--- src/rtl/core/bounded_array_list_engine_macros.svh ---
// assertion macros for the array list engine
`ifndef BOUNDED_ARRAY_LIST_ENGINE_MACROS_SVH
`define BOUNDED_ARRAY_LIST_ENGINE_MACROS_SVH
// assertion checked on every rising clock edge outside reset
`define BALE_ASSERT(label, clk, rst_n, prop, msg) \
	label: assert property (@(posedge clk) disable iff (!rst_n) prop) else $error(msg);
// implication checked outside reset
`define BALE_IMPLY(label, clk, rst_n, ante, cons, msg) \
	label: assert property (@(posedge clk) disable iff (!rst_n) (ante) |-> (cons)) \
		else $error(msg);
`endif

--- src/rtl/core/bale_pkg.sv ---
// shared types and constants of the array list engine
package bale_pkg;
	localparam int CAPACITY_DEF = 32;
	localparam int MAX_OUT = 32;

	localparam logic [2:0] ACT_APPEND = 3'd0;
	localparam logic [2:0] ACT_INSERT = 3'd1;
	localparam logic [2:0] ACT_REMOVE = 3'd2;
	localparam logic [2:0] ACT_REMVAL = 3'd3;
	localparam logic [2:0] ACT_DEDUP  = 3'd4;
	localparam logic [2:0] ACT_DUMP   = 3'd5;

	localparam logic [2:0] ST_OK       = 3'd0;
	localparam logic [2:0] ST_FULL     = 3'd1;
	localparam logic [2:0] ST_BADPOS   = 3'd2;
	localparam logic [2:0] ST_NOTFOUND = 3'd3;
	localparam logic [2:0] ST_EMPTY    = 3'd4;

	typedef struct packed {
		logic [2:0]  action;
		logic signed [31:0] value;
		logic [5:0]  position;
	} in_item_t;

	typedef struct packed {
		logic [2:0]  status;
		logic signed [31:0] element;
		logic [4:0]  index;
		logic [5:0]  removed_count;
		logic [5:0]  length_after;
		logic        last;
	} out_item_t;

	// controller to datapath
	typedef struct packed {
		logic load;      // capture input item
		logic rd;        // read store at rd index
		logic wr;        // write store
		logic [2:0] wsel;   // 0 value, 1 read data
		logic set_i;     // i <= start
		logic inc_i;
		logic dec_i;
		logic set_j;     // j <= i+1
		logic inc_j;
		logic len_inc;
		logic len_dec;
		logic cnt_inc;
		logic cap_ref;   // reference <= read data
		logic [1:0] rsel; // read index: 0 i, 1 i-1, 2 k+1, 3 j
		logic [1:0] wasel; // write index: 0 i, 1 len, 2 k
		logic set_k;     // k <= j for dedup, else i (compaction cursor)
		logic inc_k;
	} cmd_t;

	// datapath to controller
	typedef struct packed {
		logic full;
		logic pos_gt_len;
		logic pos_ge_len;
		logic empty;
		logic i_gt_pos;
		logic i_lt_len;
		logic j_lt_len;
		logic k1_lt_len;
		logic eq_val;
		logic eq_ref;
		logic dump_end;
		logic [2:0] action;
	} sts_t;
endpackage

--- src/rtl/core/bale_datapath.sv ---
// store, cursors and compare logic of the array list engine
module bale_datapath #(
	parameter int CAPACITY = bale_pkg::CAPACITY_DEF,
	parameter int AW = $clog2(CAPACITY),
	parameter int LW = $clog2(CAPACITY + 1)
) (
	input  logic clk,
	input  logic arst_n,
	input  bale_pkg::cmd_t cmd,
	input  bale_pkg::in_item_t in_item,
	output bale_pkg::sts_t sts,
	output logic signed [31:0] rdata,
	output logic [LW-1:0] len,
	output logic [LW-1:0] cnt,
	output logic [LW-1:0] icur
);
	logic signed [31:0] mem [CAPACITY];
	logic [2:0] act_q;
	logic signed [31:0] val_q, ref_q;
	logic [5:0] pos_q;
	logic [LW-1:0] len_q, i_q, j_q, k_q, cnt_q;
	logic [LW-1:0] ra, wa;
	logic [LW:0] posx, lenx;

	always_comb begin
		case (cmd.rsel)
			2'd0: ra = i_q;
			2'd1: ra = i_q - 1'b1;
			2'd2: ra = k_q + 1'b1;
			default: ra = j_q;
		endcase
		case (cmd.wasel)
			2'd0: wa = i_q;
			2'd1: wa = len_q;
			default: wa = k_q;
		endcase
	end

	always_ff @(posedge clk) begin
		if (cmd.rd) rdata <= mem[ra[AW-1:0]];
		if (cmd.wr) mem[wa[AW-1:0]] <= (cmd.wsel == 3'd0) ? val_q : rdata;
		if (cmd.load) begin
			act_q <= in_item.action;
			val_q <= in_item.value;
			pos_q <= in_item.position;
		end
		if (cmd.cap_ref) ref_q <= rdata;
	end

	always_ff @(posedge clk or negedge arst_n) begin
		if (!arst_n) begin
			len_q <= '0; i_q <= '0; j_q <= '0; k_q <= '0; cnt_q <= '0;
		end else begin
			if (cmd.load) cnt_q <= '0;
			else if (cmd.cnt_inc) cnt_q <= cnt_q + 1'b1;
			if (cmd.len_inc) len_q <= len_q + 1'b1;
			else if (cmd.len_dec) len_q <= len_q - 1'b1;
			if (cmd.set_i) begin
				if (act_q == bale_pkg::ACT_INSERT) i_q <= len_q;
				else if (act_q == bale_pkg::ACT_REMOVE) i_q <= LW'(pos_q);
				else i_q <= '0;
			end else if (cmd.inc_i) i_q <= i_q + 1'b1;
			else if (cmd.dec_i) i_q <= i_q - 1'b1;
			if (cmd.set_j) j_q <= i_q + 1'b1;
			else if (cmd.inc_j) j_q <= j_q + 1'b1;
			if (cmd.set_k) k_q <= (act_q == bale_pkg::ACT_DEDUP) ? j_q : i_q;
			else if (cmd.inc_k) k_q <= k_q + 1'b1;
		end
	end

	assign posx = (LW + 1)'(pos_q);
	assign lenx = {1'b0, len_q};

	always_comb begin
		sts.full       = (len_q >= LW'(CAPACITY));
		sts.pos_gt_len = posx > lenx;
		sts.pos_ge_len = posx >= lenx;
		sts.empty      = (len_q == '0);
		sts.i_gt_pos   = {1'b0, i_q} > posx;
		sts.i_lt_len   = i_q < len_q;
		sts.j_lt_len   = j_q < len_q;
		sts.k1_lt_len  = ({1'b0, k_q} + 1'b1) < lenx;
		sts.eq_val     = rdata == val_q;
		sts.eq_ref     = rdata == ref_q;
		sts.dump_end   = ({1'b0, i_q} + 1'b1 >= lenx) ||
			({1'b0, i_q} + 1'b1 >= (LW + 1)'(bale_pkg::MAX_OUT));
		sts.action     = act_q;
	end

	assign len = len_q;
	assign cnt = cnt_q;
	assign icur = i_q;
endmodule

--- config.mk ---
export PLATFORM = sky130hd
export DESIGN_NAME = bale_datapath
export DESIGN_NICKNAME = d
export VERILOG_FILES = /design/src/rtl/core/bounded_array_list_engine_macros.svh /design/src/rtl/core/bale_pkg.sv /design/src/rtl/core/bale_datapath.sv
export SDC_FILE = /design/constraint.sdc
export NUM_CORES = 1
export LEC_CHECK = 0
export ABC_CLOCK_PERIOD_IN_PS = 5220
export BUFFER_PORTS_ARGS = -buffer_cell sky130_fd_sc_hd__buf_4
export CORE_MARGIN = 2
export CORE_UTILIZATION = 60
export CTS_CLUSTER_DIAMETER = 200
export DETAILED_ROUTE_END_ITERATION = 8
export GPL_ROUTABILITY_DRIVEN = 1
export GPL_TIMING_DRIVEN = 0
export PLACE_DENSITY_LB_ADDON = 0.12
export REMOVE_ABC_BUFFERS = 1
export SLEW_MARGIN = 20
export SYNTH_ARGS = -nofsm -noshare
export SYNTH_HDL_FRONTEND = slang
export SYNTH_SLANG_ARGS = --single-unit
--- constraint.sdc ---
create_clock -name clk -period 5.22 [get_ports clk]
set_input_delay 0.261 -clock clk [delete_from_list [all_inputs] [get_ports clk]]
set_output_delay 0.261 -clock clk [all_outputs]
set_load 0.02 [all_outputs]
==> results of run 1 <==
[sequential cells by signal, indices dropped and copies added (netlist names)]
name and count:
act_q 3, cnt 6, icur 6, j_q 6
k_q 6, len 6, mem 1024, pos_q 6
rdata 32, ref_q 32, val_q 32
[through the flow]
step / worst slack (ns) / instance area (µm²) / hold slack [ns] / setup TNS [ns]
after global routing: 0.242 / 55700 / 0.0905 / 0
final: 0.371 / 55700 / 0.0649 / 0
after CTS: 0.526 / 55700 / 0.0321 / 0
after detailed placement: 0.558 / 51400 / 0.224 / 0
after global placement: -8.12 / 48800 / 0.223 / -1278.31
after floorplan: -3.01 / 46500 / -0.0346 / -96.06
[final cells by class]
class / count / area share (%)
clock buffers: 139 / 5.41
diodes: 6 / 0.0270
flip-flops and latches: 1159 / 62.2
inverters: 20 / 0.135
repair buffers: 281 / 6.60
well taps: 1050 / 2.36
multi-input cells: 1614 / 21.9
clock inverters: 71 / 1.33
[logic make-up (layout without fill, tap and decap cells)]
| family | after synthesis | after routing | synth area share, % |
|---|---|---|---|
| adders and majority gates | 44 | 44 | 1.18 |
| and+or+nand+nor | 742 | 742 | 6.96 |
| xor gates and xnor gates | 101 | 101 | 1.90 |
| buffers and inverters | 182 | 511 | 2.03 |
| AOI/OAI and AO/OA | 544 | 544 | 9.24 |
| other | 0 | 6 | 0 |
| DFF | 1159 | 1159 | 73.1 |
| muxes | 183 | 183 | 5.64 |
[power groups by stage]
stage	Combinational, mW	Clock, mW	Sequential [mW]
floorplan	4.71	0	12.5
detailed placement	7.87	0	12.6
CTS	7.95	8.28	12.4
finish	8.02	8.21	12.4
global route	8.57	8.62	12.4
global placement	7.51	0	12.6
[critical path, stage by stage, from the launching register on]
cell and delay (ns):
dfrtp_1 0.74, inv_1 0.32, ha_1 0.34, and2_1 0.20, mux2i_1 0.66, nand2_8 0.61
buf_16 0.46, mux4_2 0.40, o221ai_1 0.50, a211oi_1 0.10
[how the worst max path moves through the flow]
stage,start,endpoint,cells after the start
6_report,icur[0],rdata[31],9
5_1_grt,icur[0],rdata[31],13
4_1_cts,icur[0],rdata[30],10
3_5_place_dp,icur[0],rdata[28],11
3_3_place_gp,icur[0],rdata[25],9
2_1_floorplan,icur[0],rdata[0],9
[placed cells by master, fill, tap and decap left out, drive strengths merged, types with 33 or more instances in the layout]
cell type | netlist | routed
nor2 | 72 | 72
o22ai | 68 | 68
edfxtp | 1129 | 1129
a211oi | 69 | 69
xor2 | 81 | 81
clkinv | 0 | 46
a21o | 127 | 127
and3 | 35 | 35
a31oi | 35 | 35
mux2i | 83 | 83
nand3 | 141 | 141
ha | 43 | 43
clkbuf | 63 | 139
mux4 | 64 | 64
mux2 | 36 | 36
nand2 | 417 | 417
a32oi | 33 | 33
buf | 99 | 228
dlygate4sd3 | 0 | 53
[per-layer routing]
layer	part of all wire, %	GRT usage (%)
met5	0	0
met4	3.8	11.3
met3	8.7	5.60
met2	47	47.7
met1	40	43.2
==> flow_summary.yaml, run 1 <==
final_layout:
  drive_gt1_share_pct: 18.8
  nFillCells: 4886
  layout.nets: 3299
  fin_util_pct: 70.8
  multiInputGateArea_um2: 12200
  areaGrowthSynthToFinish_pct: 17.4
  final_cells: 4340
  final-seq-area_um2: 34700
logic_synthesis:
  synth-edff-count: 1129
  syn_area_um2: 47400
  yosys_warnings: 0
  synth_flop_cell: "edfxtp_1"
  synth_top_cell_area_share_pct: 71.5
  ys_top_cells_by_count: "edfxtp_1, nand2_1, nand3_1, a21o_1, mux2i_1"
  async_reset_ff_share_pct: 2.59
  synthTopCellsByArea: "edfxtp_1, nand2_1, mux4_2"
  synth_seq_cells: 1159
  avgSynthCellArea_um2: 16.1
  syn_inst: 2955
  synth-seq-area-share_pct: 73.1
  synth_area_leader_cell: "edfxtp_1"
  yosysMostFrequentCell: "edfxtp_1"
  yosysUniqueCellTypes: 66
min_path:
  worstHoldPathType: "input pin to asynchronous set/reset pin"
grt:
  overflow: 0
  grt.total_usage_pct: 30.4
  grt_pass1_vias: 28268
  antenna_found_initial: 3
  grt_pass1_wl_um: 182000
  grt_start_max_net_pins: 109
floorplan:
  core.rowCount: 103
  die_y_um: 285
  start_util_pct: 60.3
  dieArea_um2: 81300
  die_w_um: 285
  pin_count: 128
  core_area_um2: 78600
sta:
  period_needed_ns: 4.85
  setup_violations: 0
  slew_viol_final: 0
  worstMarginPinSlew_ns: 1.21
  slew_headroom_pct: 18.6
  skew_ns: 0.0364
  period_share_pct: 92.9
  clock.fmax_mhz: 206
  rsz0062_at_grt: "no"
  hold_violations: 0
clocking:
  cts_resized: 0
  cts_hold_buf: 53
  root_buffer: "clkbuf_16"
  h-tree-depth: 3
  cts_tree: "yes"
  postCtsSetupBuffers: 0
  numCtsBuffers: 115
  cts_buffer_depth: 3
  clk_pin_slew_ns: 0.07
  clkLatencyLatePin_ns: 0.69
  clock-sinks: 1159
setup_path:
  reg2regPathDepth: 9
  reg2reg_to: "rdata[31]"
  crit_required_ns: 5.62
  worstPathArrival_ns: 5.25
  critical_path_class: "register to register"
  rrSetupSlack_ns: 0.37
  end_kind: "register"
  reg2reg_from: "icur[0]"
  cp-start-kind: "register"
  cp_max_fo: 108
power_and_ir_drop:
  pwr_density_cell_nw_per_um2: 514
  internal_power_mw: 19.4
  seq_power_share_pct: 43.3
  p_leak_nw: 18.8
  p_sw_mw: 9.25
  peakVddDrop_v: 0.000382
  combPwrFrac_pct: 28.0
  finalPower_mw: 28.6
  power_frac_clock_pct: 28.7
  p_sw_share_pct: 32.3
routing:
  drc: 0
  firstDrtPassIters: 5
  drtAntennaViolNets: 0
  viasPerCell: 6.53
  wl_um: 124000
  wl_per_cell_um: 28.5
  drt_iter0_drc: 3447
  num_vias: 28349
placed_design:
  io_buffers: 127
  gp_congestion: 0.832
  dp.cells: 4071
  dpl.hpwl_um: 80100
run_status:
  status: "finished, final reports clean"
flow_run:
  maxCapViolCount: 0
(Power assumes the default switching activity.)
==> run 2, diff against run 1 <==
--- a/config.mk
+++ b/config.mk
@@ -7,3 +7,2 @@
 export LEC_CHECK = 0
-export ABC_CLOCK_PERIOD_IN_PS = 5220
 export BUFFER_PORTS_ARGS = -buffer_cell sky130_fd_sc_hd__buf_4
@@ -16,3 +15,2 @@
 export PLACE_DENSITY_LB_ADDON = 0.12
-export REMOVE_ABC_BUFFERS = 1
 export SLEW_MARGIN = 20
--- a/constraint.sdc
+++ b/constraint.sdc
@@ -3,2 +3,2 @@
 set_output_delay 0.261 -clock clk [all_outputs]
-set_load 0.02 [all_outputs]
+set_load 0.005 [all_outputs]
==> flow_summary.yaml, run 2 (same netlist as run 1, synthesis figures left out) <==
power_and_ir_drop:
  p_leak_nw: 18.9
  seq_power_share_pct: 42.5
  p_sw_share_pct: 32.2
  p_sw_mw: 9.36
  power_frac_clock_pct: 30.0
  combPwrFrac_pct: 27.5
  internal_power_mw: 19.7
  peakVddDrop_v: 0.000309
  pwr_density_cell_nw_per_um2: 524
final_layout:
  drive_gt1_share_pct: 19.6
  final_cell_mix: "edfxtp_1, nand2_1, nand3_1, buf_4, a21o_1"
  areaGrowthSynthToFinish_pct: 17.0
  layout.nets: 3397
  final_cells: 4437
  largest_reg_flops: 1024
  layout.cells.most_common: "edfxtp_1"
setup_path:
  critical_path_class: "register to register"
  crit_required_ns: 5.57
  cp-start-kind: "register"
  worstPathArrival_ns: 4.81
  cpPeakStageDelay_ns: 0.83
  critical-path-slowest-cell: "nor4_1"
  end_kind: "register"
  rrSetupSlack_ns: 0.75
  path_cells: "buf_4 > inv_1 > ha_1 > and2_1 > mux2i_1 > nand2_2 > buf_4 > buf_2 > mux2i_1 > o2111ai_1 > o31ai_1 > nor4_1"
  reg2regPathDepth: 12
  reg2reg_from: "icur[0]"
  reg2reg_to: "rdata[30]"
  cp_max_fo: 10
routing:
  wl_um: 125000
  drt_iter0_drc: 3265
  drtAntennaViolNets: 0
  num_vias: 28653
  viasPerCell: 6.46
  drc: 0
  wl_per_cell_um: 28.1
  firstDrtPassIters: 6
floorplan:
  core.rowCount: 103
  die_y_um: 285
  pin_count: 128
  start_util_pct: 60.3
  core_area_um2: 78600
  dieArea_um2: 81300
  die_w_um: 285
sta:
  period_share_pct: 85.6
  worstMarginPinSlew_ns: 1.18
  skew_ns: 0.0264
  fin_tns_setup_ns: 0
  rsz0062_at_grt: "no"
  setup_violations: 0
  slew_headroom_pct: 21.2
  period_needed_ns: 4.47
  slew_viol_final: 0
  hold_violations: 0
  clock.fmax_mhz: 224
clocking:
  cts_buffer_depth: 3
  numCtsBuffers: 114
  clock-sinks: 1159
  root_buffer: "clkbuf_16"
  clkLatencyLatePin_ns: 0.69
  cts_resized: 0
  cts_tree: "yes"
  cts_hold_buf: 52
  postCtsSetupBuffers: 0
  h-tree-depth: 3
  clk_pin_slew_ns: 0.07
grt:
  grt_pass1_vias: 28196
  antenna_found_initial: 4
  grt_start_max_net_pins: 48
  grt_pass1_wl_um: 182000
  grt.total_usage_pct: 30.6
  overflow: 0
placed_design:
  dpl.hpwl_um: 84600
  gp_congestion: 0.946
  dp.cells: 4171
  io_buffers: 124
run_status:
  status: "finished, final reports clean"
flow_run:
  maxCapViolCount: 0
min_path:
  holdPathStages: 1
  hold_start: "cmd[6]"
  worstHoldPathType: "input pin to register"
  min_to: "ref_q[27]"
logic_synthesis:
  synth_fp_nets: 3063
[run 2: worst max-delay path, delay by kind of cell (launching register included)]
kind / cells / cell delay (ns)
adder cells (fa/ha/maj): 1 / 0.24
AO/OA/AOI/OAI: 2 / 0.44
buffers and inverters: 4 / 0.97
flip-flops: 1 / 0.44
AND/OR/NAND/NOR: 3 / 1.36
multiplexers: 2 / 0.65
[run 2: final cells by class]
cell class,count,area [µm²]
Antenna cell,1,2.50
Buffer,162,888
Clock buffer,136,3020
Clock inverter,77,973
Fill cell,4953,23100
Inverter,20,75.1
Multi-Input combinational cell,1614,12100
Sequential cell,1159,34700
Tap cell,1050,1310
Timing Repair Buffer,218,2490
[run 2: worst max-delay path by stage]
stage | startpoint | endpoint | slack, ns | depth (start not counted)
after floorplan | icur[2] | mem[12][0] | 1.91 | 6
after global placement | icur[2] | mem[18][8] | -0.15 | 6
after detailed placement | icur[0] | rdata[30] | 0.93 | 12
after CTS | icur[0] | rdata[30] | 0.90 | 12
after global routing | icur[0] | rdata[30] | 0.68 | 12
final | icur[0] | rdata[30] | 0.75 | 12
[run 2: power groups by stage]
| stage | combinational (mW) | sequential, mW | clock, mW |
|---|---|---|---|
| floorplan | 4.73 | 12.3 | 0 |
| global placement | 7.42 | 12.5 | 0 |
| detailed placement | 7.80 | 12.6 | 0 |
| CTS | 7.89 | 12.4 | 8.75 |
| global route | 8.51 | 12.4 | 9.11 |
| finish | 8.00 | 12.4 | 8.71 |
[run 2: metal layers]
metal / GRT usage [%] / part of all wire [%] / vias to the layer above
met4: 10.9 / 3.4 / 4
met1: 42.7 / 39 / 14560
li1: - / - / 12307
met5: 0 / 0.019 / -
met2: 48.9 / 48 / 1519
met3: 5.58 / 9.3 / 263
[run 2: through the flow]
step                      hold slack (ns)  instance area, µm²  util (%)  setup WS (ns)  power, mW
after CTS                          0.0209               55500      70.6          0.903       29.0
final                              0.0441               55500      70.6          0.753       29.1
after global routing               0.0418               55500      70.6          0.681       30.0
after global placement              0.215               49700      63.2         -0.150       20.0
after detailed placement            0.225               51000      64.8          0.926       20.4
after floorplan                   -0.0346               47400         -           1.91       17.1
