### src/rtl/core/bounded_array_list_engine_macros.svh
// assertion macros for the array list engine
`ifndef BOUNDED_ARRAY_LIST_ENGINE_MACROS_SVH
`define BOUNDED_ARRAY_LIST_ENGINE_MACROS_SVH
// assertion checked on every rising clock edge outside reset
`define BALE_ASSERT(label, clk, rst_n, prop, msg) \
	label: assert property (@(posedge clk) disable iff (!rst_n) prop) else $error(msg);
// implication checked outside reset
`define BALE_IMPLY(label, clk, rst_n, ante, cons, msg) \
	label: assert property (@(posedge clk) disable iff (!rst_n) (ante) |-> (cons)) \
		else $error(msg);
`endif

### src/rtl/core/bale_pkg.sv
// shared types and constants of the array list engine
package bale_pkg;
	localparam int CAPACITY_DEF = 32;
	localparam int MAX_OUT = 32;

	localparam logic [2:0] ACT_APPEND = 3'd0;
	localparam logic [2:0] ACT_INSERT = 3'd1;
	localparam logic [2:0] ACT_REMOVE = 3'd2;
	localparam logic [2:0] ACT_REMVAL = 3'd3;
	localparam logic [2:0] ACT_DEDUP  = 3'd4;
	localparam logic [2:0] ACT_DUMP   = 3'd5;

	localparam logic [2:0] ST_OK       = 3'd0;
	localparam logic [2:0] ST_FULL     = 3'd1;
	localparam logic [2:0] ST_BADPOS   = 3'd2;
	localparam logic [2:0] ST_NOTFOUND = 3'd3;
	localparam logic [2:0] ST_EMPTY    = 3'd4;

	typedef struct packed {
		logic [2:0]  action;
		logic signed [31:0] value;
		logic [5:0]  position;
	} in_item_t;

	typedef struct packed {
		logic [2:0]  status;
		logic signed [31:0] element;
		logic [4:0]  index;
		logic [5:0]  removed_count;
		logic [5:0]  length_after;
		logic        last;
	} out_item_t;

	// controller to datapath
	typedef struct packed {
		logic load;      // capture input item
		logic rd;        // read store at rd index
		logic wr;        // write store
		logic [2:0] wsel;   // 0 value, 1 read data
		logic set_i;     // i <= start
		logic inc_i;
		logic dec_i;
		logic set_j;     // j <= i+1
		logic inc_j;
		logic len_inc;
		logic len_dec;
		logic cnt_inc;
		logic cap_ref;   // reference <= read data
		logic [1:0] rsel; // read index: 0 i, 1 i-1, 2 k+1, 3 j
		logic [1:0] wasel; // write index: 0 i, 1 len, 2 k
		logic set_k;     // k <= j for dedup, else i (compaction cursor)
		logic inc_k;
	} cmd_t;

	// datapath to controller
	typedef struct packed {
		logic full;
		logic pos_gt_len;
		logic pos_ge_len;
		logic empty;
		logic i_gt_pos;
		logic i_lt_len;
		logic j_lt_len;
		logic k1_lt_len;
		logic eq_val;
		logic eq_ref;
		logic dump_end;
		logic [2:0] action;
	} sts_t;
endpackage

### src/rtl/core/bale_ctrl.sv
// controller state machine of the array list engine
`include "bounded_array_list_engine_macros.svh"
module bale_ctrl (
	input  logic clk,
	input  logic arst_n,
	input  logic in_valid,
	output logic in_ready,
	output logic out_valid,
	input  logic out_ready,
	output logic [2:0] out_status,
	output logic out_dump,
	output logic out_last,
	output bale_pkg::cmd_t cmd,
	input  bale_pkg::sts_t sts
);
	typedef enum logic [10:0] {
		S_IDLE  = 11'b00000000001,
		S_DEC   = 11'b00000000010,
		S_SHUP  = 11'b00000000100,
		S_SHUPW = 11'b00000001000,
		S_KRD   = 11'b00000010000,
		S_KWR   = 11'b00000100000,
		S_SCAN  = 11'b00001000000,
		S_TEST  = 11'b00010000000,
		S_REF   = 11'b00100000000,
		S_DRD   = 11'b01000000000,
		S_OUT   = 11'b10000000000
	} state_t;

	state_t st_q, ret_q;
	logic [2:0] stat_q;
	logic dump_q, last_q, vld_q;

	// ret_q: S_SCAN for remove value, S_TEST for dedup, S_IDLE for remove at, S_OUT for dump
	always_comb begin
		cmd = '0;
		case (st_q)
			S_IDLE: cmd.load = in_valid && !vld_q;
			S_DEC: begin
				cmd.set_i = 1'b1;
				if (sts.action == bale_pkg::ACT_APPEND && !sts.full) begin
					cmd.wr = 1'b1; cmd.wasel = 2'd1; cmd.len_inc = 1'b1;
				end
			end
			S_SHUP: if (sts.i_gt_pos) begin
				cmd.rd = 1'b1; cmd.rsel = 2'd1;
			end else begin
				cmd.wr = 1'b1; cmd.wasel = 2'd0; cmd.len_inc = 1'b1;
			end
			S_SHUPW: begin
				cmd.wr = 1'b1; cmd.wsel = 3'd1; cmd.wasel = 2'd0; cmd.dec_i = 1'b1;
			end
			S_KRD: if (sts.k1_lt_len) begin
				cmd.rd = 1'b1; cmd.rsel = 2'd2;
			end else begin
				cmd.len_dec = 1'b1;
			end
			S_KWR: begin
				cmd.wr = 1'b1; cmd.wsel = 3'd1; cmd.wasel = 2'd2; cmd.inc_k = 1'b1;
			end
			S_SCAN: begin
				if (ret_q == S_SCAN) begin
					if (sts.i_lt_len) begin cmd.rd = 1'b1; cmd.rsel = 2'd0; end
				end else begin
					if (sts.j_lt_len) begin cmd.rd = 1'b1; cmd.rsel = 2'd3; end
					else cmd.inc_i = 1'b1;
				end
			end
			S_TEST: begin
				if (ret_q == S_SCAN) begin
					if (sts.eq_val) begin cmd.set_k = 1'b1; cmd.cnt_inc = 1'b1; end
					else cmd.inc_i = 1'b1;
				end else begin
					if (sts.eq_ref) begin cmd.set_k = 1'b1; cmd.cnt_inc = 1'b1; end
					else cmd.inc_j = 1'b1;
				end
			end
			S_REF: begin
				if (sts.i_lt_len) begin cmd.rd = 1'b1; cmd.rsel = 2'd0; end
			end
			S_DRD: begin
				if (ret_q == S_OUT) begin
					cmd.rd = 1'b1; cmd.rsel = 2'd0;
				end else if (ret_q == S_IDLE) begin
					cmd.set_k = 1'b1;
				end else begin
					cmd.cap_ref = 1'b1; cmd.set_j = 1'b1;
				end
			end
			S_OUT: if (vld_q && out_ready && dump_q && !last_q) cmd.inc_i = 1'b1;
			default: cmd = '0;
		endcase
	end

	always_ff @(posedge clk or negedge arst_n) begin
		if (!arst_n) begin
			st_q <= S_IDLE; ret_q <= S_IDLE; stat_q <= bale_pkg::ST_OK;
			dump_q <= 1'b0; last_q <= 1'b0; vld_q <= 1'b0;
		end else begin
			case (st_q)
				S_IDLE: if (in_valid && !vld_q) st_q <= S_DEC;
				S_DEC: begin
					stat_q <= bale_pkg::ST_OK; dump_q <= 1'b0; last_q <= 1'b1;
					case (sts.action)
						bale_pkg::ACT_APPEND: begin
							if (sts.full) stat_q <= bale_pkg::ST_FULL;
							st_q <= S_OUT; vld_q <= 1'b1;
						end
						bale_pkg::ACT_INSERT: begin
							if (sts.full) begin
								stat_q <= bale_pkg::ST_FULL; st_q <= S_OUT; vld_q <= 1'b1;
							end else if (sts.pos_gt_len) begin
								stat_q <= bale_pkg::ST_BADPOS; st_q <= S_OUT; vld_q <= 1'b1;
							end else st_q <= S_SHUP;
						end
						bale_pkg::ACT_REMOVE: begin
							if (sts.pos_ge_len) begin
								stat_q <= bale_pkg::ST_BADPOS; st_q <= S_OUT; vld_q <= 1'b1;
							end else begin
								ret_q <= S_IDLE; st_q <= S_DRD;
							end
						end
						bale_pkg::ACT_REMVAL: begin ret_q <= S_SCAN; st_q <= S_SCAN; end
						bale_pkg::ACT_DEDUP: begin ret_q <= S_TEST; st_q <= S_REF; end
						bale_pkg::ACT_DUMP: begin
							if (sts.empty) begin
								stat_q <= bale_pkg::ST_EMPTY; st_q <= S_OUT; vld_q <= 1'b1;
							end else begin
								dump_q <= 1'b1; ret_q <= S_OUT; st_q <= S_DRD;
							end
						end
						default: begin st_q <= S_OUT; vld_q <= 1'b1; end
					endcase
				end
				S_SHUP: if (!sts.i_gt_pos) begin
					st_q <= S_OUT; vld_q <= 1'b1;
				end else st_q <= S_SHUPW;
				S_SHUPW: st_q <= S_SHUP;
				S_DRD: begin
					if (ret_q == S_OUT) begin
						st_q <= S_OUT; vld_q <= 1'b1; last_q <= sts.dump_end;
					end else if (ret_q == S_IDLE) st_q <= S_KRD;
					else st_q <= S_SCAN;
				end
				S_KRD: if (sts.k1_lt_len) st_q <= S_KWR;
				else if (ret_q == S_IDLE) begin st_q <= S_OUT; vld_q <= 1'b1; end
				else st_q <= S_SCAN;
				S_KWR: st_q <= S_KRD;
				S_SCAN: begin
					if (ret_q == S_SCAN) begin
						if (sts.i_lt_len) st_q <= S_TEST;
						else begin
							st_q <= S_OUT; vld_q <= 1'b1;
						end
					end else begin
						if (sts.j_lt_len) st_q <= S_TEST;
						else st_q <= S_REF;
					end
				end
				S_TEST: begin
					if ((ret_q == S_SCAN && sts.eq_val) || (ret_q != S_SCAN && sts.eq_ref))
						st_q <= S_KRD;
					else st_q <= S_SCAN;
				end
				S_REF: if (sts.i_lt_len) st_q <= S_DRD;
				else begin st_q <= S_OUT; vld_q <= 1'b1; end
				S_OUT: if (vld_q && out_ready) begin
					if (dump_q && !last_q) begin
						st_q <= S_DRD; vld_q <= 1'b0;
					end else begin
						st_q <= S_IDLE; vld_q <= 1'b0;
					end
				end
				default: st_q <= S_IDLE;
			endcase
		end
	end

	assign in_ready = (st_q == S_IDLE) && !vld_q;
	assign out_valid = vld_q;
	assign out_status = stat_q;
	assign out_dump = dump_q;
	assign out_last = last_q;

	`BALE_IMPLY(a_ready_idle, clk, arst_n, in_ready, !out_valid, "ready while result pending")
	`BALE_IMPLY(a_valid_out, clk, arst_n, out_valid, st_q == S_OUT, "valid outside output state")
	`BALE_ASSERT(a_onehot, clk, arst_n, $onehot(st_q), "state not one-hot")
endmodule

### config.mk
export PLATFORM = sky130hd
export DESIGN_NAME = bale_ctrl
export DESIGN_NICKNAME = d
export VERILOG_FILES = /design/src/rtl/core/bale_pkg.sv /design/src/rtl/core/bale_ctrl.sv
export VERILOG_INCLUDE_DIRS = /design/src /design/src/rtl/core
export SDC_FILE = /design/constraint.sdc
export NUM_CORES = 1
export LEC_CHECK = 0
export ABC_AREA = 0
export BUFFER_PORTS_ARGS = -buffer_cell sky130_fd_sc_hd__buf_2
export CAP_MARGIN = 0
export CORE_AREA = 2 2 63 77
export DETAILED_ROUTE_END_ITERATION = 10
export DIE_AREA = 0 0 65 79
export GPL_TIMING_DRIVEN = 0
export PLACE_DENSITY = 0.63
export SLEW_MARGIN = 20
export SYNTH_ARGS = -nofsm -noshare
export SYNTH_HDL_FRONTEND = slang
export SYNTH_SLANG_ARGS = --single-unit
### constraint.sdc
create_clock -name clk -period 2 [get_ports clk]
set_input_delay 0.2 -clock clk [delete_from_list [all_inputs] [get_ports clk]]
set_output_delay 0.2 -clock clk [all_outputs]
set_load 0.05 [all_outputs]
==> results of run 1 <==
==> power groups by stage <==
stage | clock (mW) | sequential, mW | combinational (mW)
floorplan | 0 | 0.783 | 0.413
global placement | 0 | 0.630 | 0.737
detailed placement | 0 | 0.638 | 0.738
CTS | 0.290 | 0.653 | 0.915
global route | 0.310 | 0.678 | 1.12
finish | 0.280 | 0.667 | 1.05
==> cell families after synthesis <==
logic type | count (synthesis) | synth area share (%)
buffers and inverters | 14 | 5.430
XOR/XNOR | 2 | 1.170
multiplexers | 3 | 2.172
AND/OR/NAND/NOR | 106 | 42.19
flip-flops | 21 | 35.26
AO/OA/AOI/OAI | 31 | 13.53
other | 1 | 0.2504
==> critical path: stages (launching register included) <==
cell      delay [ns]
dfrtp_2         0.44
nor4_4          0.34
and2_1          0.18
buf_6           0.11
nand3_4         0.11
clkinv_8        0.07
nand2_4         0.05
nor3_4          0.27
or3_4           0.19
buf_8           0.14
==> stage by stage <==
stage	std cells	setup TNS, ns	area [µm²]
4_1_cts	299	-1.870	2297
6_report	313	-2.258	2566
5_1_grt	313	-3.765	2566
2_1_floorplan	179	-1.285	1574
3_5_place_dp	280	-2.746	1862
3_3_place_gp	280	-2.947	1862
==> cell usage in the layout, fill, tap and decap left out, types with 4 or more instances in the layout <==
master | Yosys | routed
nor2_1 | 16 | 13
dfrtp_2 | 0 | 10
buf_2 | 2 | 25
buf_6 | 2 | 11
nor2b_1 | 6 | 6
o21ai_0 | 10 | 10
buf_4 | 3 | 32
nor4b_4 | 0 | 6
nand2_1 | 26 | 20
nand3_1 | 13 | 7
dfrtp_1 | 19 | 9
nand3_4 | 1 | 5
buf_8 | 0 | 10
a21oi_1 | 5 | 4
or3_4 | 0 | 4
==> state kept, by name, summed over array words and instances, names as in the netlist <==
register    count
ret_q           4
out_last        1
out_valid       1
out_status      3
st_q           11
out_dump        1
==> cell type report <==
type                       instances  area share, %
sequential                        21          21.06
multi-input combinational        144          47.29
buffer                             6          1.902
timing repair buffer              75          23.84
tap                               58          2.828
clock buffer                       4          1.755
inverter                           5          1.316
==> worst paths after layout <==
kind | endpoint | slack, ns | cells past startpoint
worst min register to register | out_status[1] | 0.49 | 2
worst max-delay path | cmd[18] | -0.35 | 9
worst min-delay path | out_last | 0.16 | 3
worst max register to register | out_valid | -0.17 | 9
max in group asynchronous | st_q[3] | 1.20 | 2
min in group asynchronous | out_status[2] | 0.43 | 2
==> per-layer routing <==
metal / wire (µm) / GRT usage (%)
met1: 1991 / 21.58
met2: 2651 / 34.95
met3: 159 / 2.125
met4: 70 / 5.745
met5: 0 / 0
==> timing repair <==
action,4_1_cts,5_1_grt
pin swaps,14,16
resized for setup,72,39
endpoints found under the setup margin,22,24
hold buffers,1,0
hold endpoints to repair,19,0
buffers inserted,17,15
==> impl_metrics.toml, run 1 <==
[outcome]
status = "complete, but fails checks"
violations = "setup timing"

[die]
num_rows = 27
die_area_um2 = 5135
ios = 46
start_util_pct = 33.84
chipHeight_um = 79
core_area_um2 = 4425
die_w_um = 65

[clocking]
clk_path_buf_depth = 2
clk_latency_ns = 0.26
cts_made_buffers = 3
cts_max_level = 1
cts_sinks = 21
cts_tree = "yes"
path_clk_slew_ns = 0.08
root_buffer = "clkbuf_8"

[logic_synthesis]
yosys_register_bits = 21
synthTopCellsByCount = "26 x nand2_1, 19 x dfrtp_1, 16 x nor2_1, 13 x nand3_1, 10 x o21ai_0"
ys_seq_area_share_pct = 35.25
yosysWarnings = 0
synth-main-ff-cell = "dfrtp_1"
yosys-top-cells-area = "dfrtp_1 32%, nand2_1 6.5%, nand3_1 4.3%, nor4b_1 4.1%, nor2_1 4.0%"
yosys.area.top_type = "dfrtp_1"
yosysUniqueCellTypes = 55
synthArstFlopShare_pct = 100.0
synth_area_per_cell_um2 = 8.414
syn_inst = 178
synth_edf_count = 0
synth_top_area_share_pct = 31.75
synth.cell_area_um2 = 1498
synth_most_common_cell = "nand2_1"

[timing]
maxSlewHeadroom_pct = 62.56
fin_ws_ns = -0.3544
rsz0062_at_grt = "yes"
fin_crit_sh_pct = 117.7
hold_violations = 0
clock-skew-final_ns = 0.001291
slew_violations = 0
tightest_slew_ns = 0.5539
hold_ws_ns = 0.1552
fmax_mhz = 424.7
setup-violations-final = 13
timing.final.crit_period_ns = 2.354

[power_and_ir_drop]
clkPwrFrac_pct = 14.1
ir_worst_vdd_v = 0.0005977
intPower_mw = 1.111
leakagePower_nw = 1.157
seqPwrFrac_pct = 33.5
p_total_mw = 1.995
power_frac_comb_pct = 52.5
p_sw_share_pct = 44.28
p_switching_mw = 0.8832
power.density_nw_per_um2 = 777.3

[finish]
regArea_um2 = 540.5
multi_input_area_um2 = 1214
num-fill-cells = 379
diodes = 0
area_growth_pct = 71.34
post-route-util_pct = 57.99
nNetsFinal = 274
drive_gt1_share_pct = 58.43

[worst_setup_path]
cp.required_ns = 1.80
crit_arrival_ns = 2.15
start_kind = "flip-flop"
critPathLaunch = "st_q[4]"
path_class = "flip-flop to output port"
r2r-start = "st_q[4]"
crit_path_end_kind = "output port"
critPathMaxFanout = 3

[route]
first_pass_iters = 4
ant_nets = 0
post_drt_wl_per_cell_um = 15.57
route.detailed.drc = 0
route.vias.total = 1623
totalWireLength_mm = 4.873
via_per_inst = 5.185
drtIter0Drc = 56

[global_route]
grt_usage_pct = 18.56
overflow = 0
antenna_found_initial = 0
grt_pass1_wl_mm = 7.355
grt_max_degree = 22
grt_pass1_vias = 1552

[hold_path]
hp-class = "input port to flip-flop"
min-delay-start = "sts[3]"

[job]
cap_violations = 0

[place]
gp_congestion = 0.8665
dpl_worst_slack_ns = -0.4664
portBuffers = 43
place_hpwl_mm = 3.206
No activity file was read; power rests on OpenSTA's default activity.
==> run 2, diff against run 1 <==
PLACE_DENSITY = 0.61   (was 0.63)
clock period = 2.8 ns   (was 2 ns; I/O delays follow)
==> run 2 against run 1 <==
Compared with the run above: the flow now finishes without violations; clock-buffer cell count unchanged; largest power group unchanged; worst setup slack better by 0.53 ns; combinational power down 50%; routed wire length down 18%; largest cell class unchanged; critical path type unchanged; flip-flop and latch count unchanged; cell area down 26%; clock power down 29%; clock skew up 0.0033 ns; critical endpoint is now cmd[19].
==> impl_metrics.toml, run 2 (synthesis gave the netlist of run 1 again) <==
[finish]
largest_register_ffs = 11
final_cell_mix = "42 x buf_2, 26 x nand2_1, 19 x dfrtp_1"
final_common_cell = "buf_2"
area_growth_pct = 27.57
largest-register = "st_q"
drive_gt1_share_pct = 34.50
fin_area_um2 = 1911
nNetsFinal = 248
diodes = 0

[clocking]
clk_latency_ns = 0.26
cts_made_buffers = 3
root_buffer = "clkbuf_8"
cts_sinks = 21
cts_max_level = 1
clk_path_buf_depth = 2
path_clk_slew_ns = 0.08
cts_tree = "yes"

[global_route]
overflow = 0
antenna_found_initial = 0
grt_pass1_wl_mm = 6.499
grt_pass1_vias = 1425
grt_max_degree = 22
grt_usage_pct = 16.30

[die]
start_util_pct = 33.84
die_area_um2 = 5135
num_rows = 27
core_area_um2 = 4425
die_w_um = 65
chipHeight_um = 79
ios = 46

[worst_setup_path]
worstReg2RegEnd = "out_valid"
r2r-start = "ret_q[6]"
reg2reg_setup_slack_ns = 0.60
crit_path_end_kind = "output port"
r2r_cells = 6
start_kind = "flip-flop"
path_class = "flip-flop to output port"
crit_arrival_ns = 2.35
critPathMaxFanout = 6
cp.required_ns = 2.52

[timing]
fin_tns_setup_ns = 0
rsz0062_at_grt = "no"
timing.final.crit_period_ns = 2.629
setup-violations-final = 0
slew_violations = 0
fmax_mhz = 380.4
fin_crit_sh_pct = 93.89
clock-skew-final_ns = 0.004634
hold_violations = 0
tightest_slew_ns = 0.7462
maxSlewHeadroom_pct = 49.56

[hold_path]
hp-class = "input port to flip-flop"
hold_depth = 3
min-delay-start = "sts[3]"
hold_end = "out_last"

[route]
ant_nets = 0
post_drt_wl_per_cell_um = 13.96
via_per_inst = 5.157
totalWireLength_mm = 4.006
route.vias.total = 1480
first_pass_iters = 4
route.detailed.drc = 0
drtIter0Drc = 51

[job]
cap_violations = 0

[power_and_ir_drop]
ir_worst_vdd_v = 0.0003134
power.density_nw_per_um2 = 614.8
leakagePower_nw = 0.9413

[place]
place_hpwl_mm = 3.183
gp_congestion = 0.8566
dpl_cell_area_um2 = 1805
portBuffers = 43

[outcome]
status = "finished clean"
[run 2: cell types whose count changed in the layout (fill, tap and decap cells not counted), moves of 9 or more]
cell and change:
dfrtp_2 -10, buf_8 -10, buf_4 -27, dfrtp_1 +10, buf_6 -9, buf_2 +17
[run 2: cell type report]
type / count / area [µm²]
flip-flops and latches: 21 / 528.0
clock buffers: 4 / 45.04
multi-input cells: 144 / 932.1
inverters: 5 / 22.52
well taps: 58 / 72.57
plain buffers: 9 / 62.56
fillers: 447 / 2515
repair buffers: 46 / 247.7
[run 2: worst max-delay path by stage]
stage	from	endpoint	cells past startpoint	slack, ns
3_5_place_dp	st_q[3]	cmd[19]	7	0.1
3_3_place_gp	st_q[3]	cmd[19]	7	0.12
5_1_grt	st_q[7]	cmd[19]	8	0.0002
6_report	st_q[7]	cmd[19]	8	0.17
2_1_floorplan	st_q[5]	cmd[9]	8	0.07
4_1_cts	st_q[5]	cmd[18]	9	0.02
[run 2: where the power goes]
group | total [mW] | switching, mW | internal, mW | leakage (nW)
Sequential | 0.455 | 0.0756 | 0.379 | 0.271
Combinational | 0.522 | 0.350 | 0.172 | 0.647
Clock | 0.198 | 0.0969 | 0.101 | 0.0228
[run 2: what timing repair did]
item                                    4_1_cts  5_1_grt
pin swaps                                     0        1
cloned                                        0        0
hold buffers                                  1        0
setup buffers                                 0        2
hold endpoints to repair                     19        0
resized for setup                             2        6
endpoints found under the setup margin        3        5
[run 2: stage by stage]
stage               power (mW)  instances  util, %  hold slack [ns]  worst slack (ns)
global placement        0.9609        280    40.80           0.2747            0.1152
detailed placement      0.9673        280    40.80           0.2805           0.09520
global route             1.253        287    43.17           0.2567         0.0001736
CTS                      1.185        285    42.38           0.2320           0.02317
finish                   1.175        287    43.17           0.2338            0.1710
floorplan               0.8379        179        -         -0.01559           0.07279
[run 2: routing by layer]
metal | vias to the layer above | part of all wire (%) | track usage (%)
met5 | - | 0 | 0
met4 | 0 | 0.40 | 5.532
met3 | 2 | 3.3 | 2.125
met2 | 26 | 51 | 29.18
met1 | 698 | 46 | 19.88
li1 | 754 | - | -
[run 2: worst max-delay path, stage by stage, from the launching register on]
cell and delay [ns]:
dfrtp_1 0.44, nor4_4 0.35, buf_4 0.17, and2_2 0.12, buf_2 0.15, nand3_1 0.20
nor2_2 0.24, or3_1 0.16, buf_2 0.26
==> run 3, diff against run 2 <==
CORE_AREA = 2 2 51 63   (was 2 2 63 77)
DIE_AREA = 0 0 53 65   (was 0 0 65 79)
GPL_TIMING_DRIVEN = not set   (was 0)
PLACE_DENSITY = 0.86   (was 0.61)
==> run 3 against run 2 <==
Compared with the run above: cell area fell by 4.4%; worst hold slack lost 0.062 ns; routed wire length fell by 5.9%; clock skew up 0.0011 ns; critical path depth unchanged; flip-flop and latch count unchanged; clock power shrank 25%; largest power group unchanged; first-iteration DRC count down 59%.
==> impl_metrics.toml, run 3 (synthesis gave the netlist of run 1 again) <==
[outcome]
status = "finished clean"

[die]
core_area_um2 = 2890
ios = 46
chipHeight_um = 65
die_area_um2 = 3445
die_w_um = 53
start_util_pct = 51.82
num_rows = 22

[timing]
fin_crit_sh_pct = 94.87
timing.final.crit_period_ns = 2.656
setup-violations-final = 0
slew_violations = 0
tightest_slew_ns = 0.5564
fmax_mhz = 376.4
maxSlewHeadroom_pct = 62.57
hold_violations = 0
clock-skew-final_ns = 0.005693
fin_tns_setup_ns = 0
hold_ws_ns = 0.1715

[clocking]
path_clk_slew_ns = 0.12
clk_path_buf_depth = 2
cts_made_buffers = 3
clk_latency_ns = 0.31
cts_max_level = 1
cts_sinks = 21
root_buffer = "clkbuf_4"
cts_tree = "yes"

[place]
gp_congestion = 0.8795
place_hpwl_mm = 3.035
portBuffers = 43
dpl_cell_area_um2 = 1745

[route]
via_per_inst = 5.853
wl_met2_mm = 1.938
wl_met1_mm = 1.490
route.detailed.drc = 0
drtIter0Drc = 21
post_drt_wl_per_cell_um = 14.56
ant_nets = 0
first_pass_iters = 4
totalWireLength_mm = 3.771
wl_met3_um = 158
top_layer_used = "met4"
route.vias.total = 1516

[hold_path]
min-delay-start = "sts[3]"
hold_end = "out_last"
hold_depth = 3
hp-class = "input port to flip-flop"

[power_and_ir_drop]
p_total_mw = 1.139
intPower_mw = 0.6146
leakagePower_nw = 0.9155
clkPwrFrac_pct = 13.0
power_frac_comb_pct = 47.0
p_switching_mw = 0.5244
seqPwrFrac_pct = 40.0
power.density_nw_per_um2 = 623.5
ir_worst_vdd_v = 0.0004639
p_sw_share_pct = 46.04

[worst_setup_path]
crit_arrival_ns = 2.38
critPathMaxFanout = 11
reg2reg_setup_slack_ns = 0.69
r2r-start = "ret_q[6]"
worstReg2RegEnd = "out_valid"
r2r_cells = 7
cp.required_ns = 2.52
path_class = "flip-flop to output port"
cp_slowest_cell = "dfrtp_2"
crit_path_end_kind = "output port"
start_kind = "flip-flop"
path_cells = "nor4_4, and2_4, nand3_4, clkinvlp_4, nand2_1, nor3_4, or3_4, buf_4"
slowest_delay_ns = 0.46

[finish]
area_growth_pct = 21.97
fin_area_um2 = 1827
nNetsFinal = 242
largest-register = "st_q"
final_common_cell = "buf_2"
largest_register_ffs = 11
post-route-util_pct = 63.20
final_cell_mix = "40 x buf_2, 26 x nand2_1, 18 x dfrtp_1"
diodes = 0
drive_gt1_share_pct = 34.53

[global_route]
overflow = 0
grt_pass1_wl_mm = 6.368
grt_usage_pct = 24.91
grt_pass1_vias = 1504
grt_max_degree = 22
antenna_found_initial = 0

[job]
cap_violations = 0
[run 3: cell types whose count changed in the layout (fill, tap and decap cells not counted), sizes merged]
cell,before,now
buf,49,47
clkbuf,9,4
clkinv,0,1
[run 3: how the worst max path moves through the flow]
stage | startpoint | end | slack (ns) | cells after the start
global route | st_q[9] | cmd[18] | -0.01 | 8
detailed placement | st_q[5] | cmd[18] | 0.28 | 8
floorplan | st_q[5] | cmd[9] | 0.07 | 8
global placement | st_q[5] | cmd[18] | 0.34 | 8
CTS | st_q[5] | cmd[18] | 0.05 | 8
finish | st_q[7] | cmd[18] | 0.14 | 8
[run 3: metal layers]
metal | vias up | global-route usage [%]
li1 | 736 | -
met1 | 706 | 29.04
met2 | 57 | 43.91
met3 | 17 | 1.382
met4 | 0 | 14.10
met5 | - | 0
[run 3: repair_timing]
| item | CTS | global route |
|---|---|---|
| resized for setup | 4 | 6 |
| hold endpoints to repair | 19 | 0 |
| setup buffers | 0 | 1 |
| pin swaps | 0 | 1 |
| hold buffers | 1 | 0 |
| cloned | 0 | 0 |
| endpoints found under the setup margin | 3 | 5 |
[run 3: per-stage QoR]
step                      std cells  setup WS (ns)
after floorplan                 179        0.07279
after global placement          253         0.3392
after detailed placement        253         0.2753
after CTS                       258        0.04656
after global routing            259       -0.01103
final                           259         0.1435
[run 3: final cells by class]
cell class	instances	area, µm²
Clock buffer	3	22.52
Clock inverter	1	5.005
Fill cell	273	1064
Inverter	5	22.52
Multi-Input combinational cell	144	932.1
Sequential cell	21	529.3
Tap cell	36	45.04
Timing Repair Buffer	49	270.3
[run 3: critical path, delay by kind of cell, from the launching register on]
family                 cells  cell delay, ns
buffers and inverters      2            0.37
flip-flops                 1            0.46
AND/OR/NAND/NOR            6            1.24
[run 3: power by group through the flow]
stage / clock network [mW] / registers (mW) / logic [mW]
6_report: 0.148 / 0.455 / 0.535
5_1_grt: 0.161 / 0.469 / 0.587
4_1_cts: 0.150 / 0.452 / 0.529
3_5_place_dp: 0 / 0.457 / 0.521
3_3_place_gp: 0 / 0.452 / 0.517
2_1_floorplan: 0 / 0.558 / 0.280
